<file path="config.mk">
export PLATFORM = sky130hd
export DESIGN_NAME = ebs_ctrl
export DESIGN_NICKNAME = d
export VERILOG_FILES = /design/src/rtl/ebs_pkg.sv /design/src/rtl/ebs_ctrl.sv
export SDC_FILE = /design/constraint.sdc
export NUM_CORES = 1
export LEC_CHECK = 0
export ABC_AREA = 1
export CAP_MARGIN = 20
export CORE_AREA = 2 2 39 41
export DETAILED_ROUTE_END_ITERATION = 7
export DIE_AREA = 0 0 41 43
export DONT_BUFFER_PORTS = 1
export PLACE_DENSITY = 0.56
export SETUP_SLACK_MARGIN = 0.3
export SYNTH_ARGS = -nofsm -noshare
export SYNTH_HDL_FRONTEND = slang
export SYNTH_SLANG_ARGS = --single-unit
</file>
<file path="constraint.sdc">
create_clock -name clk -period 1.9 [get_ports clk]
set_input_delay 0.19 -clock clk [delete_from_list [all_inputs] [get_ports clk]]
set_output_delay 0.19 -clock clk [all_outputs]
set_load 0.005 [all_outputs]
</file>
<file path="src/rtl/ebs_pkg.sv">
// ----------------------------------------------------------------------------
// ebs_pkg
// shared types and constants of the eviction batch sizer
// ----------------------------------------------------------------------------
package ebs_pkg;

	localparam int EBS_MAX_CLASSES = 64;

	localparam int SLAB_W  = 20;
	localparam int FRAC_W  = 17;
	localparam int IPS_W   = 16;
	localparam int NEED_W  = 36;
	localparam int BATCH_W = 20;
	localparam int CUR_W   = 18;
	localparam int HALF_W  = 18;
	localparam int DCNT_W  = $clog2(BATCH_W);
	localparam int CFG_IDX_W = 2;

	localparam logic [FRAC_W-1:0]  FULL_Q16        = 17'h10000;
	localparam logic [SLAB_W-1:0]  FREE_SLAB_LIMIT = 20'd2;
	localparam logic [FRAC_W-1:0]  HWM_RESET       = 17'd1311;
	localparam logic [BATCH_W-1:0] MAX_BATCH_RESET = 20'd1000;
	localparam logic [BATCH_W-1:0] MIN_BATCH_RESET = 20'd10;

	typedef enum logic [CFG_IDX_W-1:0] {
		CFG_HWM       = 2'd0,
		CFG_MAX_BATCH = 2'd1,
		CFG_MIN_BATCH = 2'd2
	} ebs_cfg_idx_t;

	typedef enum logic [3:0] {
		S_IDLE,
		S_MUL,
		S_LO,
		S_HI,
		S_SUM,
		S_SUB,
		S_WR,
		S_RD,
		S_NLO,
		S_NHI,
		S_NSUM,
		S_DIV,
		S_FIN,
		S_OUT
	} ebs_state_t;

	typedef struct packed {
		logic load;
		logic mul;
		logic lo;
		logic hi;
		logic sum;
		logic sub;
		logic wr;
		logic rd;
		logic nlo;
		logic nhi;
		logic nsum;
		logic div;
		logic fin;
		logic emit;
	} ebs_cmd_t;

	typedef struct packed {
		logic full;
		logic last_rec;
		logic div_done;
		logic out_free;
		logic emit_last;
	} ebs_status_t;

endpackage

</file>
<file path="src/rtl/ebs_ctrl.sv">
// ----------------------------------------------------------------------------
// ebs_ctrl
// sequencer for record loading, need storing and per-class batch emission
// ----------------------------------------------------------------------------
module ebs_ctrl import ebs_pkg::*; (
	input  logic        clk,
	input  logic        arst_n,
	input  logic        in_valid,
	output logic        in_ready,
	input  ebs_status_t status,
	output ebs_cmd_t    cmd
);
	ebs_state_t state_q, state_d;

	always_ff @(posedge clk or negedge arst_n) begin
		if (!arst_n) begin
			state_q <= S_IDLE;
		end else begin
			state_q <= state_d;
		end
	end

	always_comb begin
		state_d  = state_q;
		cmd      = '0;
		in_ready = 1'b0;
		unique case (state_q)
			S_IDLE: begin
				in_ready = 1'b1;
				if (in_valid) begin
					cmd.load = 1'b1;
					state_d  = S_MUL;
				end
			end
			S_MUL: begin
				cmd.mul = 1'b1;
				if (status.full) begin
					state_d = status.last_rec ? S_RD : S_IDLE;
				end else begin
					state_d = S_LO;
				end
			end
			S_LO: begin
				cmd.lo  = 1'b1;
				state_d = S_HI;
			end
			S_HI: begin
				cmd.hi  = 1'b1;
				state_d = S_SUM;
			end
			S_SUM: begin
				cmd.sum = 1'b1;
				state_d = S_SUB;
			end
			S_SUB: begin
				cmd.sub = 1'b1;
				state_d = S_WR;
			end
			S_WR: begin
				cmd.wr  = 1'b1;
				state_d = status.last_rec ? S_RD : S_IDLE;
			end
			S_RD: begin
				cmd.rd  = 1'b1;
				state_d = S_NLO;
			end
			S_NLO: begin
				cmd.nlo = 1'b1;
				state_d = S_NHI;
			end
			S_NHI: begin
				cmd.nhi = 1'b1;
				state_d = S_NSUM;
			end
			S_NSUM: begin
				cmd.nsum = 1'b1;
				state_d  = S_DIV;
			end
			S_DIV: begin
				cmd.div = 1'b1;
				if (status.div_done) begin
					state_d = S_FIN;
				end
			end
			S_FIN: begin
				cmd.fin = 1'b1;
				state_d = S_OUT;
			end
			S_OUT: begin
				if (status.out_free) begin
					cmd.emit = 1'b1;
					state_d  = status.emit_last ? S_IDLE : S_RD;
				end
			end
			default: state_d = S_IDLE;
		endcase
	end
endmodule

</file>
==> results of run 1 <==
[logic make-up after synthesis]
group	Yosys count	synth area share (%)
AOI/OAI and AO/OA	2	2.96
buffers and inverters	21	18.6
DFF	4	21.6
and+or+nand+nor	56	56.9
[worst max-delay path, cell delays in order (launching register included)]
cell and delay [ns]:
dfrtp_1 0.51, nor2_1 0.26, nand2_1 0.14, nor2_1 0.14
[timing repair]
item,CTS,global route
buffers inserted,0,0
hold buffers,1,0
endpoints found under the hold margin,4,0
[per-stage QoR]
stage / instance area [um^2] / std cells
floorplan: 464 / 83
global placement: 473 / 98
CTS: 505 / 102
global route: 505 / 102
detailed placement: 473 / 98
finish: 505 / 102
[layer usage]
| layer | track usage, % | vias up | wire length (um) |
|---|---|---|---|
| li1 | - | 255 | - |
| met1 | 15.6 | 202 | 447 |
| met2 | 22.5 | 22 | 576 |
| met3 | 3.14 | 0 | 68 |
| met4 | 10.0 | 0 | 0 |
| met5 | 0 | - | 0 |
[worst max path at each step]
stage / startpoint / cells after the start / slack, ns / to
finish: state_q[1]$_DFFE_PN0P_ / 3 / 0.42 / cmd[13]
global route: state_q[3]$_DFFE_PN0P_ / 3 / 0.33 / cmd[12]
CTS: state_q[1]$_DFFE_PN0P_ / 3 / 0.42 / cmd[13]
detailed placement: state_q[1]$_DFFE_PN0P_ / 7 / 0.53 / state_q[1]$_DFFE_PN0P_
global placement: state_q[1]$_DFFE_PN0P_ / 7 / 0.55 / state_q[1]$_DFFE_PN0P_
floorplan: state_q[1]$_DFFE_PN0P_ / 7 / 0.75 / state_q[2]$_DFFE_PN0P_
[power by group through the flow]
stage	Combinational, mW	Sequential (mW)	Clock, mW
finish	0.469	0.193	0.105
global route	0.530	0.199	0.118
CTS	0.472	0.193	0.111
detailed placement	0.465	0.195	0
global placement	0.470	0.195	0
floorplan	0.434	0.158	0
[area by class of cell]
class                      instances  share of cell area (%)
multi-input combinational         58                    55.0
sequential                         4                    19.8
clock buffer                       3                    4.46
timing repair buffer               1                    1.98
inverter                          20                    14.9
tap                               16                    3.96
[synthesized netlist by cell type, drive strengths merged]
library cell,count
dfrtp,4
nor4,1
nand2,27
inv,20
nor3,1
nor2,17
nand3,9
nand4,1
o21ai,2
buf,1
==> flow_metrics.tcl, run 1 <==
set metrics [dict create \
    cts.sinks 4 \
    whs_path_depth 3 \
    core_area_mm2 0.00138 \
    synthesis.area_um2 464 \
    rsz0062_at_grt "no" \
    setup_tns_ns 0 \
    cts_tree "built" \
    ir_worst_vdd_mv 0.480 \
    grt-ovfl-total 0 \
    grt_pass1_wl_um 1620 \
    p_sw_mw 0.421 \
    yosysWarnings 0 \
    drt_pass1_iterations 4 \
    die_area_mm2 0.00176 \
    detail-route-antenna-nets 0 \
    synth_area_leader_cell "dfrtp_1" \
    syn_inst 83 \
    ys_ff_latch 4 \
    finalHoldViolations 0 \
    cap_violations 0 \
    grt_max_degree 10 \
    drtIter0Drc 22 \
    seqPwrFrac_pct 25.2 \
    internal_power_mw 0.344 \
    io_pins 23 \
    cts_root_buf "clkbuf_4" \
    io_buffers 0 \
    syn_avg_cell_area_um2 5.59 \
    crit_fanout 9 \
    drive_above_1_share_pct 15.1 \
    largestRegisters "state_q: 4 flops" \
    dpl.hpwl_um 930 \
    hold_start "status[2]" \
    crit_type "reg -> out" \
    rows 14 \
    clk_pin_slew_worst_paths_ns 0.03 \
    required_ns 1.71 \
    final_nets 96 \
    clock.fmax_mhz 677 \
    status "finished clean" \
    clock_power_share_pct 13.7 \
    power.share.combinational_pct 61.2 \
    viasPerCell 4.70 \
    ys_types 16 \
    whs_ns 0.162 \
    worst_pin_slew_ns 0.402 \
    period_share_pct 77.7 \
    routedWlPerCell_um 10.7 \
    cp.arrival_ns 1.29 \
    antenna_found_initial 0 \
    timing.final.ws_setup_ns 0.424 \
    yosysSeqAreaShare_pct 21.6 \
    area_growth_pct 8.89 \
    die_x_um 41 \
    synth_nets 91 \
    yosysTopAreaCellShare_pct 21.6 \
    end_kind "output port" \
    holdPathEnd "state_q[1]$_DFFE_PN0P_" \
    fin_util_pct 36.5 \
    n_fill_cell 162 \
    skew_ns 0.00464 \
    r2r_end "state_q[1]$_DFFE_PN0P_" \
    cts_buffer_depth 2 \
    regArea_um2 100 \
    largest_reg_flops 4 \
    cts_buffers 3 \
    ctsResizeCount 0 \
    multiInputGateArea_um2 278 \
    rrSetupSlack_ns 0.54 \
    vias 479 \
    antennaDiodeCount 0 \
    min_period_ns 1.48 \
    switching_share_pct 55.0 \
    clk_latency_ns 0.24 \
    pre_cts_ws_ns 0.533 \
    gp_congestion 0.748 \
    slew_headroom_pct 72.9 \
    worst_r2r_path_depth 6 \
    grtUsageTotal_pct 14.2 \
    rr_startpoint "state_q[1]$_DFFE_PN0P_" \
    cts_htree_levels 1 \
    slew_violations 0 \
    largest_register "state_q" \
    min_path_type "in -> reg" \
    start_kind "flip-flop" \
    layout_common_cells "nand2_1 (24), inv_1 (18), nor2_1 (13)" \
    layout_commonest_cell "nand2_1" \
    start_util_pct 33.5 \
    p_per_area_mw_per_mm2 1520 \
    synthTopCellsByArea "dfrtp_1 (22%), nand2_1 (19%), inv_1 (15%)" \
    leakage_nw 0.343 \
    grt_pass1_vias 411 \
    drc 0 \
    drt-total-wl_um 1090 \
    setup_viol 0 \
    total_power_mw 0.766 \
    die_h_um 43 \
]
Note: power is estimated with default switching activity, not from simulation.
==> run 2: changes to the inputs <==
ABC_AREA = 0   (was 1)
PLACE_DENSITY = 0.55   (was 0.56)
clock period = 1.5 ns   (was 1.9 ns; I/O delays follow)
==> run 2 against run 1 <==
Net effect: power rose to 2.9 times the previous value; sequential share of layout area decreased by 9.2 points; wire length up 72%; largest cell class unchanged; register-to-register slack worse by 0.41 ns.
==> flow_metrics.tcl, run 2 <==
set metrics [dict create \
    status "finished clean" \
    seqPwrFrac_pct 11.9 \
    ys_types 30 \
    rsz0062_at_grt "yes" \
    leakage_nw 0.384 \
    ir_worst_vdd_mv 1.24 \
    cts_buffer_depth 2 \
    antennaDiodeCount 0 \
    grt-ovfl-total 0 \
    cp.depth 3 \
    io_pins 23 \
    period_share_pct 93.4 \
    die_h_um 43 \
    yosysTopAreaCellShare_pct 22.0 \
    rr_startpoint "state_q[2]$_DFFE_PN0P_" \
    final_nets 97 \
    clock.fmax_mhz 713 \
    internal_power_mw 1.19 \
    slowest_stage "dfrtp_2" \
    hold_start "status[2]" \
    routedWlPerCell_um 18.0 \
    synth_nets 69 \
    cap_violations 0 \
    grtUsageTotal_pct 21.8 \
    io_buffers 0 \
    end_kind "output port" \
    drt-total-wl_um 1870 \
    holdPathEnd "state_q[1]$_DFFE_PN0P_" \
    synth_compound_area_share_pct 26.9 \
    power.share.combinational_pct 81.3 \
    yosysSeqAreaShare_pct 22.0 \
    finalHoldViolations 0 \
    min_period_ns 1.40 \
    synth-xor-area-share_pct 0 \
    drc 0 \
    start_kind "flip-flop" \
    area_growth_pct 119 \
    critPathTopFamily "flip-flops" \
    drt_pass1_iterations 4 \
    worst_pin_slew_ns 0.347 \
    cp.arrival_ns 1.25 \
    synth_simple_gate_area_share_pct 40.7 \
    detail-route-antenna-nets 0 \
    min_path_type "in -> reg" \
    setup_tns_ns 0 \
    slew_headroom_pct 76.8 \
    critical_path_buf_inv_count 1 \
    p_sw_mw 1.05 \
    required_ns 1.35 \
    synthesis.area_um2 455 \
    drive_above_1_share_pct 76.1 \
    crit_type "reg -> out" \
    syn_inst 61 \
    synth_area_leader_cell "dfrtp_1" \
    rrSetupSlack_ns 0.13 \
    p_per_area_mw_per_mm2 2250 \
    setup_viol 0 \
    synth_adder_area_share_pct 0 \
    synth_top_family_by_area "simple AND/OR/NAND/NOR gates" \
    yosysWarnings 0 \
    drtIter0Drc 43 \
    viasPerCell 6.07 \
    syn_avg_cell_area_um2 7.47 \
    n_fill_cell 88 \
    ys_top_cells_by_count "nor2_1 (7), nor3_1 (7), a21oi_1 (4), dfrtp_1 (4), nand2b_1 (4)" \
    yosys_most_used_dff "dfrtp_1" \
    largest_register "state_q" \
    muxShareOfSynthArea_pct 0 \
    dpl.hpwl_um 892 \
    synth_edf_count 0 \
    cpPeakStageDelay_ns 0.45 \
    cts_htree_levels 1 \
    whs_path_depth 1 \
    clk_latency_ns 0.25 \
    cts_buffers 3 \
    worst_r2r_path_depth 6 \
    slew_violations 0 \
    antenna_found_initial 0 \
    synthTopCellsByArea "dfrtp_1 (22%), nor3_1 (7.7%), nor2_1 (5.8%)" \
    rows 14 \
    largest_reg_flops 4 \
    clock_power_share_pct 6.8 \
    cts_tree "built" \
    switching_share_pct 46.8 \
    cts.sinks 4 \
    synth-async-reset-ratio_pct 100 \
    grt_pass1_vias 558 \
    largestRegisters "state_q: 4 flops" \
    core_area_mm2 0.00138 \
    gp_congestion 0.778 \
    fin_util_pct 72.0 \
    grt_pass1_wl_um 2620 \
    start_util_pct 32.9 \
    die_x_um 41 \
    layout_common_cells "buf_4 (18), nor3_4 (6)" \
    skew_ns 0.00925 \
    grt_max_degree 7 \
    cts_root_buf "clkbuf_4" \
    layout_commonest_cell "buf_4" \
    r2r_end "state_q[1]$_DFFE_PN0P_" \
    path_cells "nor4_4, buf_4, and2_4" \
    vias 631 \
    die_area_mm2 0.00176 \
    crit_fanout 4 \
    clk_pin_slew_worst_paths_ns 0.04 \
    ys_ff_latch 4 \
]
==> run 2: cell count changes after synthesis, moves of 4 or more <==
cell      previous run  this run
nand2_1             24         3
inv_1               18         3
nand3_1              9         1
nor2_1              13         7
nor3_1               1         7
a21oi_1              0         4
nand2b_1             0         4
==> run 2: worst max-delay path by stage <==
stage	start	end	slack [ns]
final	state_q[1]$_DFFE_PN0P_	cmd[13]	0.1
after global routing	state_q[1]$_DFFE_PN0P_	cmd[13]	0.05
after CTS	state_q[1]$_DFFE_PN0P_	cmd[13]	0.10
after detailed placement	state_q[0]$_DFFE_PN0P_	state_q[2]$_DFFE_PN0P_	0.06
after global placement	state_q[0]$_DFFE_PN0P_	state_q[2]$_DFFE_PN0P_	0.04
after floorplan	state_q[0]$_DFFE_PN0P_	state_q[1]$_DFFE_PN0P_	0.28
==> run 2: cell families (layout without fill, tap and decap cells) <==
logic type,after synthesis,after routing
simple gates,32,32
compound gates,17,17
buf+inv,8,35
flops,4,4
==> run 2: layout make-up <==
cell class | instances | area, um^2 | share of cell area (%)
Inverter | 3 | 18.8 | 1.88
Tap cell | 16 | 20.0 | 2.01
Sequential cell | 4 | 105 | 10.6
Clock buffer | 4 | 26.3 | 2.64
Multi-Input combinational cell | 49 | 546 | 54.8
Timing Repair Buffer | 28 | 280 | 28.1
==> run 2: layer usage <==
metal	vias to the layer above	GRT usage, %	routed length [um]
met5	-	0	0
met4	0	8.67	32
met3	4	4.71	163
met2	44	31.3	928
met1	296	30.9	749
li1	287	-	-
==> run 2: power groups by stage <==
| stage | clock [mW] | combinational, mW | sequential (mW) |
|---|---|---|---|
| floorplan | 0 | 0.594 | 0.225 |
| global placement | 0 | 0.632 | 0.337 |
| detailed placement | 0 | 0.635 | 0.334 |
| CTS | 0.152 | 1.43 | 0.266 |
| global route | 0.158 | 1.92 | 0.276 |
| finish | 0.153 | 1.83 | 0.267 |
==> run 2: timing repair <==
| item | 4_1_cts | 5_1_grt |
|---|---|---|
| hold endpoints to repair | 4 | 0 |
| resized for setup | 45 | 19 |
| endpoints found under the setup margin | 19 | 18 |
| hold buffers | 1 | 0 |
| setup buffers | 14 | 7 |
| pin swaps | 7 | 9 |
==> run 2: per-stage QoR <==
| stage | power [mW] | hold WS [ns] | setup WS, ns | cells | instance area [um^2] |
|---|---|---|---|---|---|
| final | 2.25 | 0.00497 | 0.0983 | 104 | 996 |
| after global routing | 2.36 | 0.00835 | 0.0455 | 104 | 996 |
| after CTS | 1.85 | 0.0222 | 0.102 | 97 | 853 |
| after detailed placement | 0.969 | -0.146 | 0.0586 | 78 | 500 |
| after global placement | 0.969 | -0.146 | 0.0418 | 78 | 500 |
| after floorplan | 0.818 | -0.146 | 0.282 | 61 | 472 |
